[src/rtl/core/bch3121_pkg.sv]
// Types, constants and helper functions for the BCH(31,21) paging codec.
// Holds the generator, the Meggitt syndrome pattern list and the stage record.
// Depends on nothing; the codec top level imports it.
`timescale 1ns / 1ps
`default_nettype none

package bch3121_pkg;

  localparam int CW_W          = 32;
  localparam int DAT_W         = 21;
  localparam int SYN_W         = 10;
  localparam int N_STEPS       = 31;
  localparam int N_PAT         = 31;
  localparam int STEPS_PER_STG = 8;
  localparam int N_MEG_STG     = (N_STEPS + STEPS_PER_STG - 1) / STEPS_PER_STG;

  localparam logic [CW_W-1:0]  GEN_HIGH = 32'hED20_0000;
  localparam logic [10:0]      GEN_POLY = 11'h769;
  localparam logic [SYN_W-1:0] MSB_SYN  = 10'h3B4;

  localparam logic REQ_ENCODE = 1'b0;
  localparam logic REQ_DECODE = 1'b1;

  typedef logic [N_PAT-1:0][SYN_W-1:0] pat_arr_t;
  typedef logic [DAT_W-1:0][SYN_W-1:0] chk_col_arr_t;

  localparam pat_arr_t PAT_TAB = {
    10'h3B4, 10'h26E, 10'h359, 10'h076, 10'h255, 10'h0F0, 10'h216, 10'h365,
    10'h068, 10'h25A, 10'h343, 10'h07B, 10'h1E7, 10'h129, 10'h14E, 10'h2C9,
    10'h0BE, 10'h231, 10'h0C2, 10'h20F, 10'h0DD, 10'h1B4, 10'h2B4, 10'h334,
    10'h3F4, 10'h394, 10'h3A4, 10'h3BC, 10'h3B0, 10'h3B6, 10'h3B5
  };

  // One record of the correction pipeline.
  typedef struct packed {
    logic              vld;
    logic              req;
    logic              zero;
    logic [CW_W-1:0]   w;
    logic [CW_W-2:0]   fx;
    logic [SYN_W-1:0]  syn;
  } meg_stg_t;

  // Check bits contributed by each data bit alone. Evaluated at elaboration only.
  function automatic chk_col_arr_t chk_cols();
    chk_col_arr_t   c;
    logic [CW_W-1:0] rem;
    for (int j = 0; j < DAT_W; j++) begin
      rem = 32'h1 << (CW_W - DAT_W + j);
      for (int i = 0; i < DAT_W; i++) begin
        if (rem[CW_W-1]) begin
          rem = rem ^ GEN_HIGH;
        end
        rem = rem << 1;
      end
      c[j] = rem[CW_W-1:CW_W-SYN_W];
    end
    return c;
  endfunction

  localparam chk_col_arr_t CHK_COL = chk_cols();

  // The check bits are linear in the data, so they are an XOR of columns.
  function automatic logic [SYN_W-1:0] syn_check(input logic [DAT_W-1:0] data);
    logic [SYN_W-1:0] acc;
    acc = '0;
    for (int j = 0; j < DAT_W; j++) begin
      if (data[j]) begin
        acc = acc ^ CHK_COL[j];
      end
    end
    return acc;
  endfunction

  function automatic logic pat_hit(input logic [SYN_W-1:0] s);
    logic hit;
    hit = 1'b0;
    for (int i = 0; i < N_PAT; i++) begin
      if (PAT_TAB[i] == s) begin
        hit = 1'b1;
      end
    end
    return hit;
  endfunction

  function automatic logic [SYN_W-1:0] syn_shift(input logic [SYN_W-1:0] s);
    logic [SYN_W-1:0] sh;
    sh = {s[SYN_W-2:0], 1'b0};
    if (s[SYN_W-1]) begin
      sh = sh ^ GEN_POLY[SYN_W-1:0];
    end
    return sh;
  endfunction

endpackage

`default_nettype wire

[src/rtl/core/bch_31_21_codec_with_parity.sv]
// Top level of the BCH(31,21) paging codec with even parity.
// Depends on bch3121_pkg for the generator, the pattern list and the stage record.
//
// Usage: present req_type and code_word with start high; the word is taken at
// the rising edge where start is high and busy is low. busy is high only while
// rst is held, so a new word can be taken on every cycle.
// req_type encode keeps bits 31..11, fills the ten check bits and sets bit 0 for
// even parity. req_type decode computes the syndrome; a zero syndrome returns the
// word unchanged, otherwise a Meggitt corrector walks bits 31..1 and returns the
// corrected word with bit 0 cleared, or the input word with status high when
// the errors cannot be corrected.
// Timing: done is high for one cycle per result; each word passes the input
// register, syndrome register, four correction stages and output register.
// Throughput: one word per cycle. The 31 correction steps are split over four
// register stages of at most eight steps each, which sets the pipeline depth.
// Reset: rst clears all valid bits; words in flight are dropped.
// The receiver cannot stall: every result must be taken in its done cycle.
`timescale 1ns / 1ps
`default_nettype none

module bch_31_21_codec_with_parity
  import bch3121_pkg::*;
(
  input  wire logic             clk,
  input  wire logic             rst,
  input  wire logic             start,
  output      logic             busy,
  input  wire logic             req_type,
  input  wire logic [CW_W-1:0]  code_word,
  output      logic             done,
  output      logic [CW_W-1:0]  word_out,
  output      logic             status
);

  logic             in_vld;
  logic             in_req;
  logic [CW_W-1:0]  in_w;

  logic [SYN_W-1:0] chk;
  logic [CW_W-1:0]  enc;
  logic [SYN_W-1:0] syn;
  meg_stg_t         syn_next;

  meg_stg_t         stg [N_MEG_STG+1];
  meg_stg_t         stg_next [N_MEG_STG];
  meg_stg_t         fin;

  logic             out_req;
  logic             out_zero;

  assign busy = rst;

  always_ff @(posedge clk) begin
    if (rst) begin
      in_vld <= 1'b0;
    end else begin
      in_vld <= start && !busy;
    end
    in_req <= req_type;
    in_w   <= code_word;
  end

  // Syndrome stage: re-encode the data bits and compare check bits.
  always_comb begin
    chk = syn_check(in_w[CW_W-1:CW_W-DAT_W]);
    enc = {in_w[CW_W-1:CW_W-DAT_W], chk, ^{in_w[CW_W-1:CW_W-DAT_W], chk}};
    syn = chk ^ in_w[SYN_W:1];
    syn_next.vld = in_vld;
    syn_next.req = in_req;
    syn_next.fx  = in_w[CW_W-1:1];
    syn_next.syn = syn;
    if (in_req == REQ_ENCODE) begin
      syn_next.w    = enc;
      syn_next.zero = 1'b1;
    end else begin
      syn_next.w    = in_w;
      syn_next.zero = (syn == '0);
    end
  end

  // Each correction stage runs up to STEPS_PER_STG Meggitt steps, MSB first.
  always_comb begin
    for (int s = 0; s < N_MEG_STG; s++) begin
      stg_next[s] = stg[s];
      for (int k = 0; k < STEPS_PER_STG; k++) begin
        if (s * STEPS_PER_STG + k < N_STEPS) begin
          if (pat_hit(stg_next[s].syn)) begin
            stg_next[s].syn = stg_next[s].syn ^ MSB_SYN;
            stg_next[s].fx[N_STEPS-1-(s*STEPS_PER_STG+k)] =
              ~stg_next[s].fx[N_STEPS-1-(s*STEPS_PER_STG+k)];
          end
          stg_next[s].syn = syn_shift(stg_next[s].syn);
        end
      end
    end
  end

  always_ff @(posedge clk) begin
    if (rst) begin
      for (int s = 0; s <= N_MEG_STG; s++) begin
        stg[s].vld <= 1'b0;
      end
    end else begin
      stg[0] <= syn_next;
      for (int s = 0; s < N_MEG_STG; s++) begin
        stg[s+1] <= stg_next[s];
      end
    end
  end

  assign fin = stg[N_MEG_STG];

  always_ff @(posedge clk) begin
    if (rst) begin
      done <= 1'b0;
    end else begin
      done <= fin.vld;
    end
    out_req  <= fin.req;
    out_zero <= fin.zero;
    if (fin.zero) begin
      word_out <= fin.w;
      status   <= 1'b0;
    end else if (fin.syn != '0) begin
      word_out <= fin.w;
      status   <= 1'b1;
    end else begin
      word_out <= {fin.fx, 1'b0};
      status   <= 1'b0;
    end
  end

  // Every accepted word completes with done high.
  a_latency: assert property (@(posedge clk) disable iff (rst)
    start && !busy |-> ##7 done)
    else $error("accepted word did not complete after seven cycles");

  // An encoded word always has even parity and never reports failure.
  a_enc_parity: assert property (@(posedge clk) disable iff (rst)
    done && out_req == REQ_ENCODE |-> (^word_out) == 1'b0 && !status)
    else $error("encoded word has odd parity or nonzero status");

  // Only a decode can be uncorrectable.
  a_status_decode: assert property (@(posedge clk) disable iff (rst)
    done && status |-> out_req == REQ_DECODE && !out_zero)
    else $error("uncorrectable flag on a word that was not corrected");

  // A word that went through correction successfully has bit 0 cleared.
  a_fix_bit0: assert property (@(posedge clk) disable iff (rst)
    done && out_req == REQ_DECODE && !out_zero && !status |-> !word_out[0])
    else $error("corrected word has bit 0 set");

endmodule

`default_nettype wire
[config.mk]
export PLATFORM = sky130hd
export DESIGN_NAME = bch_31_21_codec_with_parity
export DESIGN_NICKNAME = d
export VERILOG_FILES = /design/src/rtl/core/bch3121_pkg.sv /design/src/rtl/core/bch_31_21_codec_with_parity.sv
export SDC_FILE = /design/constraint.sdc
export NUM_CORES = 2
export LEC_CHECK = 0
export BUFFER_PORTS_ARGS = -buffer_cell sky130_fd_sc_hd__buf_2
export CAP_MARGIN = 30
export CORE_MARGIN = 2
export CORE_UTILIZATION = 62
export CTS_CLUSTER_SIZE = 30
export DETAILED_ROUTE_END_ITERATION = 7
export PLACE_DENSITY = 0.77
export SETUP_SLACK_MARGIN = 0.3
export SLEW_MARGIN = 5
export SYNTH_ARGS = -nofsm -noshare
export SYNTH_HDL_FRONTEND = slang
export SYNTH_SLANG_ARGS = --single-unit
[constraint.sdc]
create_clock -name clk -period 11.37 [get_ports clk]
set_clock_uncertainty 0.1 [all_clocks]
set_input_delay 0.5685 -clock clk [delete_from_list [all_inputs] [get_ports clk]]
set_output_delay 0.5685 -clock clk [all_outputs]
set_load 0.02 [all_outputs]
==> run metrics <==
register area share after synthesis=0.320; WP buf/inv=2; max incr delay on CP=810 ps; CTS root buf=clkbuf_16; Final Util=0.673; largest net degree at the start of global routing=183; hold crit path type=in2reg; Worst-Margin Slew=1070 ps; ys flop type=edfxtp_1; Netlist cell types=133; Port Buf Inserts=70; top cells by area, synth=edfxtp_1 (28%), xnor2_1 (6.7%), nor2b_1 (5.1%); Crit path top cell by count=mux2i_1; Worst-path clk slew=70 ps; final WL=99,400 microns; nets=around 4,300; DIE AREA=just under 60,000 sq um; Routed Antenna Nets=0; Clk Latency, worst-skew pair=550 ps; WL/cell=19.9 microns; RSZ-0062 raised after global routing=no; post-DP HPWL=67,600 microns; Syn. warnings=0; post-synthesis register bit count=404; WP data required=11,570 ps; crit path max-delay cell type=a31oi_2; core area=56,600 sq um; Syn Std Cell Area=35,700 sq um; Setup Buffers After CTS=0; total track usage=0.320; Die Ht=244 microns; worst reg2reg path endpoint=stg[0][228]$_DFFE_PN_; # rows=87; CTS resizes=0; CP delay by family, top=compound AO/OA/AOI/OAI gates; fmax=~100 MHz; Starting Density=0.630; r2r worst-path depth=27; Max H-tree Level=2; Avg Cell Area, Syn=around 8.3 sq um; total number of vias=34,000; number of max-cap violations=0; Die X-Extent=244 microns; DRT Pass-1 Iters=8; R2R Setup Slk=1330 ps; Slew HR=0.287; Final setup viols=0; kind of critical path=reg2reg; initial antenna violation count=1; status=finished clean; crit path DAT=10,250 ps; global-route wire length before repair=160,000 microns; worst-case clock buffer depth=3; syn nets=4,380; worst hold path cell count=1; cells after synthesis=4,296; Clock Sinks=404; Total Neg Setup Slack=0 ps; area delta synth->final=6.81%; CP startpoint kind=flip-flop; top-count cell post-synth=nor2_1; diodes inserted=0; Final Cycle Share=0.883; crit path time final=10,040 ps; DRC Markers=0; vias per cell=6.81; Critical Path Sink Type=flip-flop; DR iter-0 viols=4,266; Worst Hold End=in_w[12]$_DFF_P_; Final Hold Vio Count=0; Synth top area share=0.279; # hold bufs at CTS=3; Ports=between 70 and 80; vias in the first global route=30,500; Max FO, Critical Path=28; FFs w/ async S/R, synth=0; Post-synth top cells=nor2_1 (396), nand2_1 (382), edfxtp_1 (331); TritonCTS clock tree=built; cell taking the most area after synthesis=edfxtp_1; Num CTS Buffers=43; grt ovf=0; share of cells above drive strength 1=0.105; worst hold start=code_word[12]; RD Place Congestion=1.00; fin. max-slew vios=0; RR Startpoint=stg[0][155]$_DFFE_PN_; number of synthesized flops with an enable pin=331
[cell families (layout without fill, tap and decap cells)]
| kind of cell | count (synthesis) | after routing | share of synthesized area |
|---|---|---|---|
| buffers and inverters | 401 | 340 | 0.0471 |
| XOR/XNOR | 343 | 343 | 0.0856 |
| adder cells (fa/ha/maj) | 51 | 51 | 0.0177 |
| multiplexers | 138 | 138 | 0.0422 |
| AND/OR/NAND/NOR | 2060 | 2060 | 0.306 |
| flip-flops | 404 | 404 | 0.320 |
| AO/OA/AOI/OAI | 899 | 899 | 0.182 |
[worst max path at each step]
stage / depth (start not counted) / from / endpoint
after detailed placement: 27 / stg[0][155]$_DFFE_PN_ / stg[0][228]$_DFFE_PN_
after global routing: 26 / stg[0][153]$_DFFE_PN_ / stg[0][245]$_DFFE_PN_
after global placement: 26 / stg[0][79]$_DFFE_PN_ / stg[0][152]$_DFFE_PN_
after floorplan: 29 / stg[0][84]$_DFFE_PN_ / stg[0][152]$_DFFE_PN_
after CTS: 27 / stg[0][155]$_DFFE_PN_ / stg[0][228]$_DFFE_PN_
final: 27 / stg[0][155]$_DFFE_PN_ / stg[0][228]$_DFFE_PN_
[layout by cell type (no fill, tap or decap), drive strengths merged, types with 116 or more instances in the layout]
| cell type | count |
|---|---|
| nor4 | 116 |
| xnor2 | 275 |
| buf | 203 |
| nor3 | 200 |
| o21ai | 152 |
| edfxtp | 331 |
| nand3 | 211 |
| nor2 | 398 |
| a21oi | 180 |
| nand2 | 384 |
| nor2b | 288 |
[routing by layer]
layer / global-route usage / share of wire / vias up / routed length (microns)
met5: 0 / 0 / - / 0
met4: 0.0952 / 0.027 / 0 / 2690
met3: 0.0492 / 0.10 / 242 / 10200
met2: 0.501 / 0.45 / 2016 / 44900
met1: 0.457 / 0.42 / 15800 / 41600
li1: - / - / 15900 / -
[final cells by class]
cell class | count | area, sq um
multi-input cells | 3491 | 22600
fillers | 4634 | 18500
flip-flops and latches | 404 | 11400
repair buffers | 206 | 1500
clock buffers | 50 | 1120
well taps | 756 | 946
clock inverters | 28 | 293
inverters | 56 | 218
[state kept, by name, indices dropped and copies added, names as in the netlist]
| register | cells |
|---|---|
| done | 1 |
| in_req | 1 |
| in_vld | 1 |
| in_w | 32 |
| status | 1 |
| stg | 336 |
| word_out | 32 |
[worst register-to-register path, delay by kind of cell (launching register included)]
kind / cells / cell delay [ps]
mux: 4 / 1080
xor+xnor: 1 / 410
simple gates: 9 / 2950
buf+inv: 2 / 540
compound gates: 11 / 4040
flops: 1 / 710
[stage by stage]
step	std cells	area [sq um]	setup slack [ps]	hold WS [ps]
CTS	4986	38000	1460	8.26
global route	4991	38100	617	13.3
floorplan	4296	35700	3040	308
detailed placement	4905	36600	1470	324
finish	4991	38100	1330	43.1
global placement	4898	36500	1690	318
Power is left out: the tool's default activity adds up to more than one toggle a clock period on the data nets, which glitch-free logic cannot reach.
